--- config.mk ---
export PLATFORM = sky130hd
export DESIGN_NAME = binary_to_decimal_ascii_unit_flat
export DESIGN_NICKNAME = d
export VERILOG_FILES = /design/src/b2da_pkg.sv /design/src/b2da_in_if.sv /design/src/b2da_out_if.sv /design/src/b2da_datapath.sv /design/src/b2da_ctrl.sv /design/src/binary_to_decimal_ascii_unit.sv /design/src/flat_wrapper.sv
export SDC_FILE = /design/constraint.sdc
export NUM_CORES = 1
export LEC_CHECK = 0
export BUFFER_PORTS_ARGS = -buffer_cell sky130_fd_sc_hd__buf_2
export CAP_MARGIN = 40
export CORE_UTILIZATION = 55
export DETAILED_ROUTE_END_ITERATION = 10
export GPL_ROUTABILITY_DRIVEN = 0
export HOLD_SLACK_MARGIN = 0.05
export PLACE_DENSITY = 0.72
export SLEW_MARGIN = 5
export SYNTH_ARGS = -nofsm -noshare
export SYNTH_HDL_FRONTEND = slang
export SYNTH_SLANG_ARGS = --single-unit
--- constraint.sdc ---
create_clock -name clk_i -period 10.7 [get_ports clk_i]
set_clock_uncertainty 0.2 [all_clocks]
set_input_delay 2.14 -clock clk_i [delete_from_list [all_inputs] [get_ports clk_i]]
set_output_delay 2.14 -clock clk_i [all_outputs]
set_load 0.1 [all_outputs]
--- src/b2da_pkg.sv ---
// Shared constants and control types of the binary to decimal ASCII unit.
package b2da_pkg;

  localparam int unsigned VALUE_W        = 64;
  localparam int unsigned VALUE_BITS_DEF = 64;
  localparam int unsigned NUM_DIGITS_DEF = 20;
  localparam int unsigned CHAR_W         = 6;
  localparam int unsigned BCD_W          = 4;
  localparam logic [CHAR_W-1:0] ASCII_ZERO = 6'd48;
  localparam logic [BCD_W-1:0]  BCD_FIVE   = 4'd5;
  localparam logic [BCD_W-1:0]  BCD_THREE  = 4'd3;

  typedef struct packed {
    logic load;
    logic conv;
    logic dig_shift;
    logic out_load;
    logic out_last;
  } dp_cmd_t;

  typedef struct packed {
    logic top_zero;
  } dp_status_t;

endpackage

--- src/b2da_in_if.sv ---
// Request channel carrying one binary value.
interface b2da_in_if;
  logic                             valid;
  logic                             ready;
  logic [b2da_pkg::VALUE_W-1:0]     value;

  modport source (output valid, output value, input ready);
  modport sink   (input valid, input value, output ready);
endinterface

--- src/b2da_out_if.sv ---
// Result channel carrying one ASCII digit and the end-of-run flag.
interface b2da_out_if;
  logic                             valid;
  logic                             ready;
  logic [b2da_pkg::CHAR_W-1:0]      digit_char;
  logic                             last;

  modport source (output valid, output digit_char, output last, input ready);
  modport sink   (input valid, input digit_char, input last, output ready);
endinterface

--- src/b2da_datapath.sv ---
// Shift-and-add-3 BCD converter and digit output register.
module b2da_datapath #(
  parameter int unsigned VALUE_BITS = b2da_pkg::VALUE_BITS_DEF,
  parameter int unsigned NUM_DIGITS = b2da_pkg::NUM_DIGITS_DEF
) (
  input  logic                          clk_i,
  input  logic [b2da_pkg::VALUE_W-1:0]  value_i,
  input  b2da_pkg::dp_cmd_t             cmd_i,
  output b2da_pkg::dp_status_t          status_o,
  output logic [b2da_pkg::CHAR_W-1:0]   digit_char_o,
  output logic                          last_o
);

  localparam int unsigned BCD_TOT_W = NUM_DIGITS * b2da_pkg::BCD_W;

  logic [VALUE_BITS-1:0]             bin_q, bin_d;
  logic [BCD_TOT_W-1:0]              bcd_q, bcd_d, bcd_adj;
  logic [b2da_pkg::BCD_W-1:0]        top_digit;
  logic [b2da_pkg::CHAR_W-1:0]       char_q, char_d;
  logic                              last_q, last_d;

  always_comb begin
    for (int i = 0; i < NUM_DIGITS; i++) begin
      if (bcd_q[i*b2da_pkg::BCD_W +: b2da_pkg::BCD_W] >= b2da_pkg::BCD_FIVE) begin
        bcd_adj[i*b2da_pkg::BCD_W +: b2da_pkg::BCD_W] =
          bcd_q[i*b2da_pkg::BCD_W +: b2da_pkg::BCD_W] + b2da_pkg::BCD_THREE;
      end else begin
        bcd_adj[i*b2da_pkg::BCD_W +: b2da_pkg::BCD_W] =
          bcd_q[i*b2da_pkg::BCD_W +: b2da_pkg::BCD_W];
      end
    end
  end

  assign top_digit = bcd_q[BCD_TOT_W-1 -: b2da_pkg::BCD_W];

  always_comb begin
    bin_d  = bin_q;
    bcd_d  = bcd_q;
    char_d = char_q;
    last_d = last_q;
    if (cmd_i.load) begin
      bin_d = value_i[VALUE_BITS-1:0];
      bcd_d = '0;
    end else if (cmd_i.conv) begin
      bin_d = {bin_q[VALUE_BITS-2:0], 1'b0};
      bcd_d = {bcd_adj[BCD_TOT_W-2:0], bin_q[VALUE_BITS-1]};
    end else if (cmd_i.dig_shift) begin
      bcd_d = {bcd_q[BCD_TOT_W-b2da_pkg::BCD_W-1:0], {b2da_pkg::BCD_W{1'b0}}};
    end
    if (cmd_i.out_load) begin
      char_d = b2da_pkg::ASCII_ZERO
             + {{(b2da_pkg::CHAR_W-b2da_pkg::BCD_W){1'b0}}, top_digit};
      last_d = cmd_i.out_last;
    end
  end

  always_ff @(posedge clk_i) begin
    bin_q  <= bin_d;
    bcd_q  <= bcd_d;
    char_q <= char_d;
    last_q <= last_d;
  end

  assign status_o.top_zero = (top_digit == '0);
  assign digit_char_o      = char_q;
  assign last_o            = last_q;

endmodule

--- src/b2da_ctrl.sv ---
// Controller sequencing load, conversion and digit emission.
module b2da_ctrl #(
  parameter int unsigned VALUE_BITS = b2da_pkg::VALUE_BITS_DEF,
  parameter int unsigned NUM_DIGITS = b2da_pkg::NUM_DIGITS_DEF
) (
  input  logic                  clk_i,
  input  logic                  rst_ni,
  input  logic                  in_valid_i,
  output logic                  in_ready_o,
  output logic                  out_valid_o,
  input  logic                  out_ready_i,
  input  b2da_pkg::dp_status_t  status_i,
  output b2da_pkg::dp_cmd_t     cmd_o
);

  localparam int unsigned CNT_W = $clog2(VALUE_BITS + 1);

  localparam logic [1:0] S_IDLE = 2'd0;
  localparam logic [1:0] S_CONV = 2'd1;
  localparam logic [1:0] S_EMIT = 2'd2;

  logic [1:0]       state_q, state_d;
  logic [CNT_W-1:0] cnt_q, cnt_d;
  logic             out_valid_q, out_valid_d;
  logic             started_q, started_d;
  logic             slot_free, cnt_one;

  assign slot_free = !out_valid_q || out_ready_i;
  assign cnt_one   = (cnt_q == CNT_W'(1));

  always_comb begin
    state_d     = state_q;
    cnt_d       = cnt_q;
    started_d   = started_q;
    out_valid_d = out_valid_q && !out_ready_i;
    cmd_o       = '0;
    in_ready_o  = 1'b0;
    unique case (state_q)
      S_IDLE: begin
        in_ready_o = 1'b1;
        if (in_valid_i) begin
          cmd_o.load = 1'b1;
          cnt_d      = CNT_W'(VALUE_BITS);
          started_d  = 1'b0;
          state_d    = S_CONV;
        end
      end
      S_CONV: begin
        cmd_o.conv = 1'b1;
        cnt_d      = cnt_q - CNT_W'(1);
        if (cnt_one) begin
          cnt_d   = CNT_W'(NUM_DIGITS);
          state_d = S_EMIT;
        end
      end
      S_EMIT: begin
        if (slot_free) begin
          cmd_o.dig_shift = 1'b1;
          cnt_d           = cnt_q - CNT_W'(1);
          if (!status_i.top_zero || started_q || cnt_one) begin
            cmd_o.out_load = 1'b1;
            cmd_o.out_last = cnt_one;
            out_valid_d    = 1'b1;
            started_d      = 1'b1;
            if (cnt_one) begin
              state_d = S_IDLE;
            end
          end
        end
      end
      default: begin
        state_d = S_IDLE;
      end
    endcase
  end

  always_ff @(posedge clk_i or negedge rst_ni) begin
    if (!rst_ni) begin
      state_q     <= S_IDLE;
      cnt_q       <= '0;
      started_q   <= 1'b0;
      out_valid_q <= 1'b0;
    end else begin
      state_q     <= state_d;
      cnt_q       <= cnt_d;
      started_q   <= started_d;
      out_valid_q <= out_valid_d;
    end
  end

  assign out_valid_o = out_valid_q;

endmodule

--- src/binary_to_decimal_ascii_unit.sv ---
// Top level of the binary to decimal ASCII unit.
//
//   channel  | dir | payload                    | per request
//   in_i     | in  | value[63:0]                | one number
//   out_o    | out | digit_char[5:0], last      | 1 to NUM_DIGITS digits, MSD first
//
// A request is loaded, then runs VALUE_BITS shift-and-add-3 steps, then walks the
// BCD digits out MSD first, leading zeros dropped, each digit through the output
// register. Output stalls hold the digit walk. A new request is taken as soon as
// the last digit is in the output register.
// Reset clears the controller and the output valid flag.
module binary_to_decimal_ascii_unit #(
  parameter int unsigned VALUE_BITS = b2da_pkg::VALUE_BITS_DEF
) (
  input  logic        clk_i,
  input  logic        rst_ni,
  b2da_in_if.sink     in_i,
  b2da_out_if.source  out_o
);

  localparam int unsigned NUM_DIGITS = (VALUE_BITS * 30103) / 100000 + 1;

  b2da_pkg::dp_cmd_t    cmd;
  b2da_pkg::dp_status_t status;

  b2da_ctrl #(
    .VALUE_BITS (VALUE_BITS),
    .NUM_DIGITS (NUM_DIGITS)
  ) u_ctrl (
    .clk_i       (clk_i),
    .rst_ni      (rst_ni),
    .in_valid_i  (in_i.valid),
    .in_ready_o  (in_i.ready),
    .out_valid_o (out_o.valid),
    .out_ready_i (out_o.ready),
    .status_i    (status),
    .cmd_o       (cmd)
  );

  b2da_datapath #(
    .VALUE_BITS (VALUE_BITS),
    .NUM_DIGITS (NUM_DIGITS)
  ) u_datapath (
    .clk_i        (clk_i),
    .value_i      (in_i.value),
    .cmd_i        (cmd),
    .status_o     (status),
    .digit_char_o (out_o.digit_char),
    .last_o       (out_o.last)
  );

endmodule

--- src/flat_wrapper.sv ---
// flat-port wrapper written by rule: the top's interface ports become plain ports
module binary_to_decimal_ascii_unit_flat 
#(
  parameter int unsigned VALUE_BITS = b2da_pkg::VALUE_BITS_DEF
)
  (clk_i, rst_ni, in_i_valid, in_i_value, in_i_ready, out_o_valid, out_o_digit_char, out_o_last, out_o_ready);
  b2da_in_if in_i_i ();
  b2da_out_if out_o_i ();
  input  logic clk_i;
  input  logic rst_ni;
  input wire logic [$bits(in_i_i.valid)-1:0] in_i_valid;
  input wire logic [$bits(in_i_i.value)-1:0] in_i_value;
  output wire logic [$bits(in_i_i.ready)-1:0] in_i_ready;
  output wire logic [$bits(out_o_i.valid)-1:0] out_o_valid;
  output wire logic [$bits(out_o_i.digit_char)-1:0] out_o_digit_char;
  output wire logic [$bits(out_o_i.last)-1:0] out_o_last;
  input wire logic [$bits(out_o_i.ready)-1:0] out_o_ready;
  assign in_i_i.valid = in_i_valid;
  assign in_i_i.value = in_i_value;
  assign in_i_ready = in_i_i.ready;
  assign out_o_valid = out_o_i.valid;
  assign out_o_digit_char = out_o_i.digit_char;
  assign out_o_last = out_o_i.last;
  assign out_o_i.ready = out_o_ready;
  binary_to_decimal_ascii_unit #(.VALUE_BITS(VALUE_BITS)) u_core (.clk_i(clk_i), .rst_ni(rst_ni), .in_i(in_i_i), .out_o(out_o_i));
endmodule
==> impl_metrics.csv <==
group,metric,value,unit
outcome,status,"finished, final reports clean",
yosys,ys_seq_area_share,44.84,%
sta,fmax,245.2,MHz
floorplan,die_h,128.5,um
worst_setup_path,worstPathBufferInverterCount,2,
worst_setup_path,endpoint_kind,"output port",
yosys,async_flop_share,6.875,%
yosys,synth.area.top_cells,"edfxtp_1, dfxtp_1, a211oi_1",
sta,hold_viol,0,
cts,ctsResizeCount,0,
floorplan,start_util,57.08,%
floorplan,ios,77,
global_routing,grt_overflow_total,0,
cts,cts_buffers,17,
cts,post_cts_buffers,0,
sta,worst_pin_slew,0.8965,ns
yosys,netlist_instances,972,
worst_setup_path,crit_arrival,1.74,ns
route,drt_iter0_drc,507,
cells_and_area,finalNonFillerCells,1235,
floorplan,core_area,15430,sq um
yosys,synthTopCellsByCount,"nand2_1, a211oi_1, dfxtp_1",
worst_setup_path,worstPathCellList,"inv_1, ha_1, buf_2",
route,ant_nets,0,
cts,cts_hold_buffers,0,
global_routing,grt_pass1_wl,31.48,mm
worst_setup_path,slowest_stage,"buf_2",
yosys,synthFlopType,"dfxtp_1",
cts,cts_tree,"yes",
route,num_vias,7095,
worst_setup_path,worstSetupPathType,"reg -> out",
route,dr.pass1.iters,5,
floorplan,rows,45,
sta,rsz0062_at_grt,"no",
yosys,syn_avg_cell_area,9.060,sq um
pwr,peakVddDrop,0.2686,mV
cts,path_clk_slew,0.06,ns
yosys,ys_ff_latch,160,
sta,slew_headroom,40.23,%
global_routing,antenna_found_initial,0,
sta,slew_violations,0,
cts,clock_sinks,160,
yosys,netlist.area_leader.share,23.53,%
cells_and_area,multiInputGateArea,4439,sq um
yosys,yosysTopAreaCell,"edfxtp_1",
cells_and_area,fin_nets,1126,
route,viasPerCell,5.745,
pwr,leakage,0.003933,uW
sta,fin_crit_sh,38.12,%
floorplan,fp.dieW,128.5,um
global_routing,grt_pass1_vias,6555,
cts,cts-root-buf,"clkbuf_16",
floorplan,die_area,16520,sq um
worst_setup_path,slowest_delay,0.47,ns
placed_design,port_buffers,74,
cts,insertion_delay,0.42,ns
worst_setup_path,cp-start-kind,"flip-flop",
cells_and_area,drive_above_1_share,14.16,%
cells_and_area,syn_to_final_growth,12.09,%
yosys,ys_types,47,
global_routing,grt_usage,23.69,%
cells_and_area,fillers,1356,
sta,final.setup.tns,0,ns
sta,setup_viol,0,
cts,clockBufferDepth,2,
cells_and_area,n_antenna_cell,0,
placed_design,dp.cells,1203,
global_routing,grt_max_degree,98,
min_path,holdCritPathClass,"reg -> reg",
worst_setup_path,cp_max_fo,6,
yosys,syn_area,8806,sq um
pwr,powerDensity,325.3,nW/um^2
yosys,synth_most_common_cell,"nand2_1",
yosys,ys_warn_count,0,
worst_setup_path,cp_top_family,"buffers and inverters",
sta,fin_crit,4.078,ns
flow_run,maxCapViolCount,0,
worst_setup_path,critPathRequiredTime,8.36,ns
route,wl_per_cell,15.17,um
route,wirelength,18.73,mm
placed_design,post-dp-hpwl,11.20,mm
yosys,synth_enable_flop_cells,69,
route,drcViolationCount,0,
cells_and_area,seq_area,3949,sq um
cts,cts_max_level,4,
[worst paths after layout]
check | from | endpoint | slack (ns) | depth (start not counted)
worst min-delay path | u_core.u_datapath.bcd_q[77]$_SDFFE_PP0P_ | u_core.u_datapath.digit_char_o[1]$_DFFE_PP_ | 0.27 | 0
worst max-delay path | u_core.u_ctrl.state_q[0]$_DFFE_PN0P_ | in_i_ready | 6.62 | 3
min in group asynchronous | rst_ni | u_core.u_ctrl.cnt_q[1]$_DFFE_PN0P_ | 1.38 | 1
max in group asynchronous | rst_ni | u_core.u_ctrl.started_q$_DFFE_PN0P_ | 8.71 | 1
worst min register to register | u_core.u_datapath.bcd_q[77]$_SDFFE_PP0P_ | u_core.u_datapath.digit_char_o[1]$_DFFE_PP_ | 0.27 | 0
worst max register to register | u_core.u_ctrl.state_q[1]$_DFFE_PN0P_ | u_core.u_datapath.bcd_q[59]$_SDFFE_PP0P_ | 7.67 | 7
[registers in the layout (all words and copies together), names as in the netlist]
register / cells
u_core.u_ctrl.cnt_q: 7
u_core.u_ctrl.out_valid_o: 1
u_core.u_ctrl.started_q: 1
u_core.u_ctrl.state_q: 2
u_core.u_datapath.bcd_q: 80
u_core.u_datapath.bin_q: 64
u_core.u_datapath.digit_char_o: 4
u_core.u_datapath.last_o: 1
[per-stage QoR]
stage          hold slack [ns]  power, uW  utilization [%]  instance area (sq um)  worst slack [ns]
6_report                0.2735       3211            63.98                   9871             6.622
5_1_grt                 0.2832       3476            63.98                   9871             6.513
4_1_cts                 0.2665       3222            63.98                   9871             6.608
3_5_place_dp            0.2503       2599            60.19                   9285             6.268
3_3_place_gp            0.2532       2561            60.11                   9274             6.268
2_1_floorplan           0.2310       2308                -                   8810             6.081
[logic make-up after synthesis]
family	synth area share, %
AND/OR/NAND/NOR	18.93
AO/OA/AOI/OAI	19.62
flip-flops	44.84
buffers and inverters	5.129
adder cells (fa/ha/maj)	6.678
XOR/XNOR	2.089
multiplexers	2.671
other	0.04258
[power by group]
| group | switching (uW) | internal (uW) | total (uW) |
|---|---|---|---|
| clock | 259 | 347 | 606 |
| combinational | 822 | 569 | 1390 |
| sequential | 208 | 1010 | 1210 |
[routing by layer]
layer | routed length (um) | vias up | global-route usage, % | part of all wire [%]
met3 | 560 | 9 | 4.574 | 3.0
met4 | 121 | 0 | 5.467 | 0.65
met2 | 8708 | 108 | 37.23 | 46
met5 | 0 | - | 0 | 0
met1 | 9342 | 3395 | 33.85 | 50
li1 | - | 3583 | - | -
[final cells by class]
type	instances	area share [%]
Timing Repair Buffer	85	4.627
Sequential cell	160	40.01
Clock buffer	17	4.310
Tap cell	211	2.675
Clock inverter	15	1.623
Inverter	47	1.787
Multi-Input combinational cell	700	44.97
[cell usage in the layout (no fill, tap or decap), types with 5 or more instances in the layout]
cell type / instances
nor3_1: 38
a32oi_1: 19
nand2b_1: 21
nand3_1: 6
buf_2: 74
nand2_1: 195
and3_1: 21
inv_6: 5
nor2_1: 9
buf_4: 10
o21ai_0: 49
a211oi_1: 115
dfrtp_1: 11
ha_1: 46
inv_1: 46
nor3b_1: 39
edfxtp_1: 69
clkbuf_16: 17
xnor2_1: 20
mux2_2: 20
dfxtp_1: 80
a21oi_1: 66
(Power assumes the default switching activity.)
